**config.mk**
```make
export PLATFORM = sky130hd
export DESIGN_NAME = insertable_shift_array
export DESIGN_NICKNAME = d
export VERILOG_FILES = /design/src/sv/isa_pkg.sv /design/src/sv/isa_cell.sv /design/src/sv/insertable_shift_array.sv
export SDC_FILE = /design/constraint.sdc
export NUM_CORES = 2
export LEC_CHECK = 0
export BUFFER_PORTS_ARGS = -buffer_cell sky130_fd_sc_hd__buf_2
export CAP_MARGIN = 10
export CORE_MARGIN = 1
export CORE_UTILIZATION = 35
export CTS_CLUSTER_SIZE = 10
export DETAILED_ROUTE_END_ITERATION = 16
export PLACE_DENSITY = 0.54
export SLEW_MARGIN = 20
export SYNTH_ARGS = -nofsm -noshare
export SYNTH_HDL_FRONTEND = slang
export SYNTH_SLANG_ARGS = --single-unit
export TNS_END_PERCENT = 20
```
**constraint.sdc**
```tcl
create_clock -name clk_i -period 11.75 [get_ports clk_i]
set_input_delay 1.7625 -clock clk_i [delete_from_list [all_inputs] [get_ports clk_i]]
set_output_delay 1.7625 -clock clk_i [all_outputs]
set_load 0.01 [all_outputs]
```
**src/sv/isa_pkg.sv**
```systemverilog
// ----------------------------------------------------------------------------
// Insertable shift array package
// Shared types and constants for the list cells and the top level.
// ----------------------------------------------------------------------------
package isa_pkg;

  localparam int unsigned Capacity = 16;
  // Position and count fields are wide enough for the largest capacity (256).
  localparam int unsigned PosW     = 9;
  localparam int unsigned WordW    = 32;

  typedef enum logic [1:0] {
    CMD_APPEND = 2'd0,
    CMD_INSERT = 2'd1,
    CMD_DELETE = 2'd2,
    CMD_READ   = 2'd3
  } cmd_e;

  typedef enum logic [1:0] {
    ST_OK    = 2'd0,
    ST_FULL  = 2'd1,
    ST_INDEX = 2'd2,
    ST_RSVD  = 2'd3
  } status_e;

  typedef enum logic [1:0] {
    OP_HOLD   = 2'd0,
    OP_APPEND = 2'd1,
    OP_INSERT = 2'd2,
    OP_DELETE = 2'd3
  } op_e;

  // Broadcast from the top level to every cell in the row.
  typedef struct packed {
    op_e              op;
    logic [WordW-1:0] value;
    logic [PosW-1:0]  idx;
    logic [PosW-1:0]  cnt;
  } cell_cmd_t;

endpackage

```
**src/sv/isa_cell.sv**
```systemverilog
// ----------------------------------------------------------------------------
// Insertable shift array cell
// Holds one list entry; loads the new word, takes its left or right
// neighbor's entry, or holds, depending on its own position.
// ----------------------------------------------------------------------------
module isa_cell #(
  parameter int unsigned POS = 0
) (
  input  logic                       clk_i,
  input  isa_pkg::cell_cmd_t         cmd_i,
  input  logic [isa_pkg::WordW-1:0]  left_i,
  input  logic [isa_pkg::WordW-1:0]  right_i,
  output logic [isa_pkg::WordW-1:0]  data_o,
  output logic [isa_pkg::WordW-1:0]  tap_o
);

  localparam logic [isa_pkg::PosW-1:0] Pos = isa_pkg::PosW'(POS);

  logic [isa_pkg::WordW-1:0] data_d, data_q;

  always_comb begin
    data_d = data_q;
    case (cmd_i.op)
      isa_pkg::OP_APPEND: begin
        if (Pos == cmd_i.cnt) data_d = cmd_i.value;
      end
      isa_pkg::OP_INSERT: begin
        if (Pos == cmd_i.idx) begin
          data_d = cmd_i.value;
        end else if (Pos > cmd_i.idx && Pos <= cmd_i.cnt) begin
          data_d = left_i;
        end
      end
      isa_pkg::OP_DELETE: begin
        if (Pos >= cmd_i.idx) data_d = right_i;
      end
      default: data_d = data_q;
    endcase
  end

  always_ff @(posedge clk_i) begin
    data_q <= data_d;
  end

  assign data_o = data_q;
  // Only the addressed cell drives its entry onto the read tap.
  assign tap_o  = (Pos == cmd_i.idx) ? data_q : '0;

endmodule

```
**src/sv/insertable_shift_array.sv**
```systemverilog
// A result is registered and appears in the cycle after its command item is accepted.
// One command item per cycle while the output side takes results; every cell
// shifts, loads or holds in the same clock, and the output register decouples the two sides.
// A stalled result holds the input off only while the output register is full.
// Reset clears the entry count and the output valid; entries are not cleared.
// ----------------------------------------------------------------------------
// Insertable shift array
// Fixed-capacity list of signed words built as a row of shifting cells,
// with append, insert, delete and read commands.
// ----------------------------------------------------------------------------
module insertable_shift_array #(
  parameter int unsigned CAPACITY = isa_pkg::Capacity
) (
  input  logic        clk_i,
  input  logic        rst_ni,
  input  logic        s_axis_tvalid_i,
  output logic        s_axis_tready_o,
  input  logic [39:0] s_axis_tdata_i,  // command[1:0], value[33:2], index[38:34]
  output logic        m_axis_tvalid_o,
  input  logic        m_axis_tready_i,
  output logic [39:0] m_axis_tdata_o   // status[1:0], count[6:2], read_value[38:7]
);

  localparam int unsigned CntW = $clog2(CAPACITY + 1);
  localparam int unsigned WW   = isa_pkg::WordW;

  logic [1:0]      cmd;
  logic [WW-1:0]   value;
  logic [4:0]      index;
  assign cmd   = s_axis_tdata_i[1:0];
  assign value = s_axis_tdata_i[33:2];
  assign index = s_axis_tdata_i[38:34];

  logic [CntW-1:0] cnt_d, cnt_q;
  logic            out_valid_q;
  isa_pkg::status_e status_d, status_q;
  logic [4:0]      count_q;
  logic [WW-1:0]   rd_d, rd_q;

  logic                     accept;
  logic                     full;
  logic [isa_pkg::PosW-1:0] idx_ext, cnt_ext;
  isa_pkg::op_e             op_ok;
  isa_pkg::cell_cmd_t       cell_cmd;

  assign s_axis_tready_o = !out_valid_q || m_axis_tready_i;
  assign accept          = s_axis_tvalid_i && s_axis_tready_o;
  assign idx_ext         = isa_pkg::PosW'(index);
  assign cnt_ext         = isa_pkg::PosW'(cnt_q);
  assign full            = (cnt_q == CntW'(CAPACITY));

  // Status check and count update for the command at the input.
  always_comb begin
    status_d = isa_pkg::ST_OK;
    op_ok    = isa_pkg::OP_HOLD;
    cnt_d    = cnt_q;
    case (isa_pkg::cmd_e'(cmd))
      isa_pkg::CMD_APPEND: begin
        if (full) begin
          status_d = isa_pkg::ST_FULL;
        end else begin
          op_ok = isa_pkg::OP_APPEND;
          cnt_d = cnt_q + CntW'(1);
        end
      end
      isa_pkg::CMD_INSERT: begin
        if (idx_ext > cnt_ext) begin
          status_d = isa_pkg::ST_INDEX;
        end else if (full) begin
          status_d = isa_pkg::ST_FULL;
        end else begin
          op_ok = isa_pkg::OP_INSERT;
          cnt_d = cnt_q + CntW'(1);
        end
      end
      isa_pkg::CMD_DELETE: begin
        if (idx_ext >= cnt_ext) begin
          status_d = isa_pkg::ST_INDEX;
        end else begin
          op_ok = isa_pkg::OP_DELETE;
          cnt_d = cnt_q - CntW'(1);
        end
      end
      default: begin
        if (idx_ext >= cnt_ext) status_d = isa_pkg::ST_INDEX;
      end
    endcase
  end

  always_comb begin
    cell_cmd.op    = accept ? op_ok : isa_pkg::OP_HOLD;
    cell_cmd.value = value;
    cell_cmd.idx   = idx_ext;
    cell_cmd.cnt   = cnt_ext;
  end

  // Row of cells.
  logic [WW-1:0] data [CAPACITY];
  logic [WW-1:0] tap  [CAPACITY];

  for (genvar g = 0; g < CAPACITY; g++) begin : g_cell
    logic [WW-1:0] left_w, right_w;
    if (g == 0) begin : g_first
      assign left_w = value;
    end else begin : g_mid_l
      assign left_w = data[g-1];
    end
    if (g == CAPACITY - 1) begin : g_last
      assign right_w = data[g];
    end else begin : g_mid_r
      assign right_w = data[g+1];
    end
    isa_cell #(
      .POS (g)
    ) u_cell (
      .clk_i   (clk_i),
      .cmd_i   (cell_cmd),
      .left_i  (left_w),
      .right_i (right_w),
      .data_o  (data[g]),
      .tap_o   (tap[g])
    );
  end

  always_comb begin
    rd_d = '0;
    for (int i = 0; i < CAPACITY; i++) begin
      rd_d = rd_d | tap[i];
    end
    if (!(isa_pkg::cmd_e'(cmd) == isa_pkg::CMD_READ && status_d == isa_pkg::ST_OK)) begin
      rd_d = '0;
    end
  end

  always_ff @(posedge clk_i or negedge rst_ni) begin
    if (!rst_ni) begin
      cnt_q       <= '0;
      out_valid_q <= 1'b0;
    end else begin
      if (accept) begin
        cnt_q       <= cnt_d;
        out_valid_q <= 1'b1;
      end else if (m_axis_tready_i) begin
        out_valid_q <= 1'b0;
      end
    end
  end

  always_ff @(posedge clk_i) begin
    if (accept) begin
      status_q <= status_d;
      count_q  <= 5'(cnt_d);
      rd_q     <= rd_d;
    end
  end

  assign m_axis_tvalid_o = out_valid_q;
  assign m_axis_tdata_o  = {1'b0, rd_q, count_q, status_q};

  // The entry count never passes the capacity.
  a_cnt_range: assert property (@(posedge clk_i) disable iff (!rst_ni)
    cnt_q <= CntW'(CAPACITY))
    else $error("entry count above capacity");

  // A successful append or insert raises the count by exactly one.
  a_grow: assert property (@(posedge clk_i) disable iff (!rst_ni)
    accept && (op_ok == isa_pkg::OP_APPEND || op_ok == isa_pkg::OP_INSERT)
    |=> cnt_q == $past(cnt_q) + CntW'(1))
    else $error("count did not grow by one");

  // A full status is only reported while the list holds the capacity.
  a_full: assert property (@(posedge clk_i) disable iff (!rst_ni)
    accept && status_d == isa_pkg::ST_FULL |-> cnt_q == CntW'(CAPACITY))
    else $error("full status with room left");

  // A refused command returns a zero read value.
  a_rd_zero: assert property (@(posedge clk_i) disable iff (!rst_ni)
    out_valid_q && status_q != isa_pkg::ST_OK |-> rd_q == '0)
    else $error("nonzero read value on a refused command");

endmodule

```
# Word-level counts from Yosys, hierarchy flattened

Index checks and enable logic that the tools add are counted.

$lt $le $gt $ge: 49
Add/subtract/negate cells: 2
Eq/ne operators: 84
Bitwise operators: 15
Mux-type cells: 111
Reduce and logical (&&, ||, !) cells: 43

Operators with widths:

| kind                 | number |
|---|---|
| $mux W32             | 79 |
| $pmux W32 S3         | 15 |
| $or A32 B32 Y32      | 15 |
| $eq A4 B5 Y1 const A | 16 |
| $pmux W32 S2         | 1 |
| $ne A2 B1 Y1 const B | 31 |
| $reduce_and A4 Y1    | 15 |
| $ne A3 B1 Y1 const B | 16 |
| $eq A3 B5 Y1 const A | 8 |
| $gt A4 B5 Y1 const A | 8 |
| $le A4 B5 Y1 const A | 8 |
| $ge A4 B5 Y1 const A | 7 |
| $eq A2 B5 Y1 const A | 4 |
| $ge A3 B5 Y1 const A | 4 |
| $gt A3 B5 Y1 const A | 4 |
| $le A3 B5 Y1 const A | 4 |
| $logic_and A1 B1 Y1  | 18 |
| $logic_not A9 Y1     | 2 |
| $mux W5              | 3 |
| $pmux W5 S3          | 1 |
| $mux W2              | 6 |
| $eq A1 B5 Y1 const A | 2 |
| $ge A1 B5 Y1 const A | 2 |
| $ge A2 B5 Y1 const A | 2 |
| other kinds (20)     | 33 |

Word-level logic and storage cells: 325
Bits of input ports: 44
Register bits: 557

# Logic depth before layout (Yosys ltp)

Depth in word-level cells: 17
Gate-level depth with buffers: 16
Depth with buffers taken out: 13

# Hierarchy

A second synthesis with hierarchy kept.

Cells, all modules: 4600
Area, all modules: 43561.8 µm²

By module, submodules not included:

| module                        | cells an instance | area an instance (µm²) | instances |
|---|---|---|---|
| insertable_shift_array        | 356               | 3306.9                 | 1 |
| isa_cell at g_cell[5].u_cell  | 352               | 3019.1                 | 1 |
| isa_cell at g_cell[6].u_cell  | 352               | 2890.3                 | 1 |
| isa_cell at g_cell[10].u_cell | 309               | 2820.2                 | 1 |
| isa_cell at g_cell[9].u_cell  | 273               | 2782.7                 | 1 |
| isa_cell at g_cell[11].u_cell | 343               | 2756.4                 | 1 |
| isa_cell at g_cell[4].u_cell  | 309               | 2655.0                 | 1 |
| isa_cell at g_cell[7].u_cell  | 309               | 2650.0                 | 1 |
| isa_cell at g_cell[0].u_cell  | 302               | 2601.2                 | 1 |
| isa_cell at g_cell[14].u_cell | 274               | 2600.0                 | 1 |
| isa_cell at g_cell[13].u_cell | 233               | 2478.6                 | 1 |
| isa_cell at g_cell[8].u_cell  | 197               | 2463.6                 | 1 |
| isa_cell at g_cell[15].u_cell | 270               | 2408.6                 | 1 |
| isa_cell at g_cell[3].u_cell  | 239               | 2378.5                 | 1 |
| +3 rows                       | --                | --                     | -- |

# Worst setup path after synthesis

Ideal clock, no wire load.

Path type: input to register
From: in s_axis_tdata_i[34]
To: reg g_cell[9].u_cell.data_q, in the netlist g_cell[9].u_cell.data_o[0], enable pin
Setup slack: 2.028 ns
Stages on the path: 13
Arrival time: 9.128 ns
Library setup time: 0.594 ns
Cells stage by stage: buf_6 > buf_2 > inv_1 > ha_1 > nand2b_1 > and3_1 > o21ai_0 > o2111ai_1 > ha_1 > clkbuf_1 > clkbuf_1 > clkbuf_1 > a2111oi_0

Longest elaborated chain between the ends: 7
Elaborated cells between the ends (all ways): 18

RTL lines:

| what                                           | line                                                       | text |
|---|---|---|
| start, declared                                | insertable_shift_array.sv:18                               | `input logic [39:0] s_axis_tdata_i,` |
| $ge A5 B5 Y1 or $gt A5 B5 Y1 (tied branches)   | insertable_shift_array.sv:77, insertable_shift_array.sv:67 |  |
| $mux W2 (on tied branches)                     | insertable_shift_array.sv:77, insertable_shift_array.sv:67 |  |
| $pmux W2 S3                                    | insertable_shift_array.sv:57                               | `case (isa_pkg::cmd_e'(cmd))` |
| $mux W2                                        | insertable_shift_array.sv:91                               | `cell_cmd.op = accept ? op_ok : isa_pkg::OP_HOLD;` |
| $eq A2 B2 Y1 or $eq A2 B1 Y1 (tied branches)   | isa_cell.sv:23                                             | `case (cmd_i.op)` |
| $ne A3 B1 Y1 (no line) (tied with other cells) | --                                                         |  |
| $reduce_and A4 Y1 (no line) (*)                | --                                                         |  |
| end signal, assigned                           | isa_cell.sv:42                                             | `data_q <= data_d;` |
| end, declared                                  | isa_cell.sv:19                                             | `logic [isa_pkg::WordW-1:0] data_d, data_q;` |

Mark *: on every way between the ends. The rest lies on a longest branch, timed or not.
A chain may end at the register's enable or synchronous reset.

# Final worst setup path

From: in s_axis_tdata_i[34]
To: reg g_cell[3].u_cell.data_q, in the netlist g_cell[3].u_cell.data_o[11], enable pin

Longest elaborated chain between the ends: 7
Elaborated cells between the ends (all ways): 18

RTL lines:

| what                                           | line |
|---|---|
| $ge A5 B5 Y1 or $gt A5 B5 Y1 (tied branches)   | insertable_shift_array.sv:77, insertable_shift_array.sv:67 |
| $mux W2 (on tied branches)                     | insertable_shift_array.sv:77, insertable_shift_array.sv:67 |
| $pmux W2 S3                                    | insertable_shift_array.sv:57 |
| $mux W2                                        | insertable_shift_array.sv:91 |
| $eq A2 B2 Y1 or $eq A2 B1 Y1 (tied branches)   | isa_cell.sv:23 |
| $ne A3 B1 Y1 (no line) (tied with other cells) | -- |
| $reduce_and A4 Y1 (no line) (*)                | -- |
| end signal, assigned                           | isa_cell.sv:42 |
| end, declared                                  | isa_cell.sv:19 |

Marked as above.

==> results.cfg <==
[routing]
via_per_inst = 6.680
drt_iter0_drc = 5122
drtAntennaViolNets = 0
drc = 0
wire_per_inst_um = 31.84
drtPass1Iterations = 6
vias = 29910
drt_wl_total_um = 142500

[clock_tree]
post_cts_buffers = 0
cts-resized-gates = 0
clockBufferDepth = 3
clk_latency_ps = 630
clkTransAtPathRegs_ps = 50
hold_buffers = 0
clock_sinks = 557
cts_tree = done
cts_buffers = 71
htreeDepth = 3
root_buffer = clkbuf_16

[die]
die_x_um = 310.4
start_util_pct = 35.50
core_area_mm2 = 0.09375
io_pins = 86
die-area_mm2 = 0.09634
die-height_um = 310.4
num_rows = 112

[sta]
setup_ws_ps = 4307
finalClockSkew_ps = 34.14
hold_violations = 0
fmax_ghz = 0.1343
period_needed_ps = 7443
fin_tns_setup_ps = 0
post-route-period-util_pct = 63.35
holdWs_ps = 521.7
rsz0062_at_grt = false
slew_viol_final = 0
setup_viol = 0
slew_headroom_pct = 29.72
tightest_slew_ps = 1054

[placed_design]
post_dp_cell_area_mm2 = 0.03444
gp_congestion = 0.8559
io_buffers = 83
dp_hpwl_um = 72620
place_inst = 4361
pre_cts_slack_ps = 3918

[synthesis]
synthCells = 3326
ys_warn_count = 0
syn_area_mm2 = 0.03328
synthArstFlopShare_pct = 1.077
yosysSeqAreaShare_pct = 50.16
syn_area_per_cell_um2 = 10.01
synth_fp_nets = 3384
ys_ff_latch = 557
ys.flop_type = edfxtp_1
ys_types = 71
synth_edf_count = 551

[critical_path]
r2r_cells = 14
cp.required_ps = 12000
crit_fanout = 167
cp.arrival_ps = 7690
critPathLaunchType = input pin
worst-setup-path-type = in -> reg
worst_setup_path_end_kind = flop
r2r-start = cnt_q[2]
startpoint = s_axis_tdata_i[34]

[global_route]
use_met2_pct = 42.65
grt.total_usage_pct = 28.94
antenna_found_initial = 11
use_met1_pct = 41.53
grt_pass1_vias = 27480
grt_pass1_wl_um = 203200
grt_max_degree = 179
top_usage_layer = met2
grt-ovfl-total = 0
grt_use_met3_pct = 6.409

[run_status]
outcome = finished, final reports clean

[layout]
final_area_mm2 = 0.03651
drive_gt1_share_pct = 12.61
final_util_pct = 38.94
area_delta_synth_final_pct = 9.680
stdcell_count = 4477
final_nets = 3238
final_common_cell = nand2_1
layout_common_cells = nand2_1 (1190), edfxtp_1 (551), a221o_1 (448)

[power_and_ir_drop]
power_density_mw_per_mm2 = 172.3
irDropWorstVdd_mv = 0.08607
power.total_mw = 6.289
leakagePower_nw = 13.65

[run]
timing.max_cap.violations = 0

[worst_hold_path]
min_path_cells = 2
min-delay-start = m_axis_tvalid_o
min_path_type = reg -> reg
-- synth_stat cells, types with 32 or more instances --
cell type,instances,area [µm²]
a221o_1,448,4484
a221oi_1,41,359.1
a22o_1,50,437.9
a22oi_1,94,705.7
a31oi_1,32,200.2
and2_0,33,206.5
and3_1,41,256.5
buf_2,86,430.4
buf_4,37,277.8
clkbuf_1,240,900.9
edfxtp_1,551,16550
mux2_1,37,416.7
mux2_2,104,1171
nand2_1,1200,4504
nand3_1,48,240.2
-- path summary, 6_finish.rpt --
path	slack, ps	to
setup / recovery	4310	g_cell[3].u_cell.data_o[11]
hold / removal	520	m_axis_tvalid_o
setup reg to reg	5440	g_cell[3].u_cell.data_o[11]
hold reg to reg	520	m_axis_tvalid_o
max in group asynchronous	10620	cnt_q[0]
min in group asynchronous	980	m_axis_tvalid_o
-- cell families (layout without fill, tap and decap cells) --
group	Yosys count	in the layout	share of synthesized area, %
XOR/XNOR	3	3	0.07896
multiplexers	144	144	4.861
adder cells (fa/ha/maj)	14	14	0.5263
AO/OA/AOI/OAI	777	777	21.08
flip-flops	557	557	50.16
buffers and inverters	389	282	5.353
other	1	5	0.01127
AND/OR/NAND/NOR	1441	1441	17.93
-- layout make-up --
cell class              instances  area, µm²
diodes                          4      10.01
flip-flops and latches        557      16700
well taps                    1254       1569
clock inverters                19      158.9
multi-input cells            2380      15100
inverters                      10      37.54
fillers                      9095      57240
repair buffers                160       1031
clock buffers                  93       1902
-- sequential cells by signal, summed over array words and instances (netlist names) --
name / flops
m_axis_tvalid_o: 1
rd_q: 32
count_q: 5
g_cell.u_cell.data_o: 512
cnt_q: 5
status_q: 2
-- report_power, final --
part	switching (mW)	internal, mW
Clock	0.911	1.18
Sequential	0.253	2.61
Combinational	0.908	0.434
Total	2.07	4.22
-- critical path, stage by stage --
cell and delay, ps:
buf_2 80, buf_4 530, inv_1 350, ha_1 390, nand2b_1 170, a31oi_1 220
nand2_1 230, a21oi_1 460, ha_4 690, buf_12 690, buf_4 900, a21oi_1 80
nor3_1 330, a211oi_4 70, buf_4 410
-- layer usage --
metal / vias up / share of wire (%)
li1: 12360 / -
met3: 365 / 12
met2: 2205 / 43
met5: - / 0.035
met1: 14970 / 41
met4: 8 / 3.8
Power figures use the tool's default switching activity.
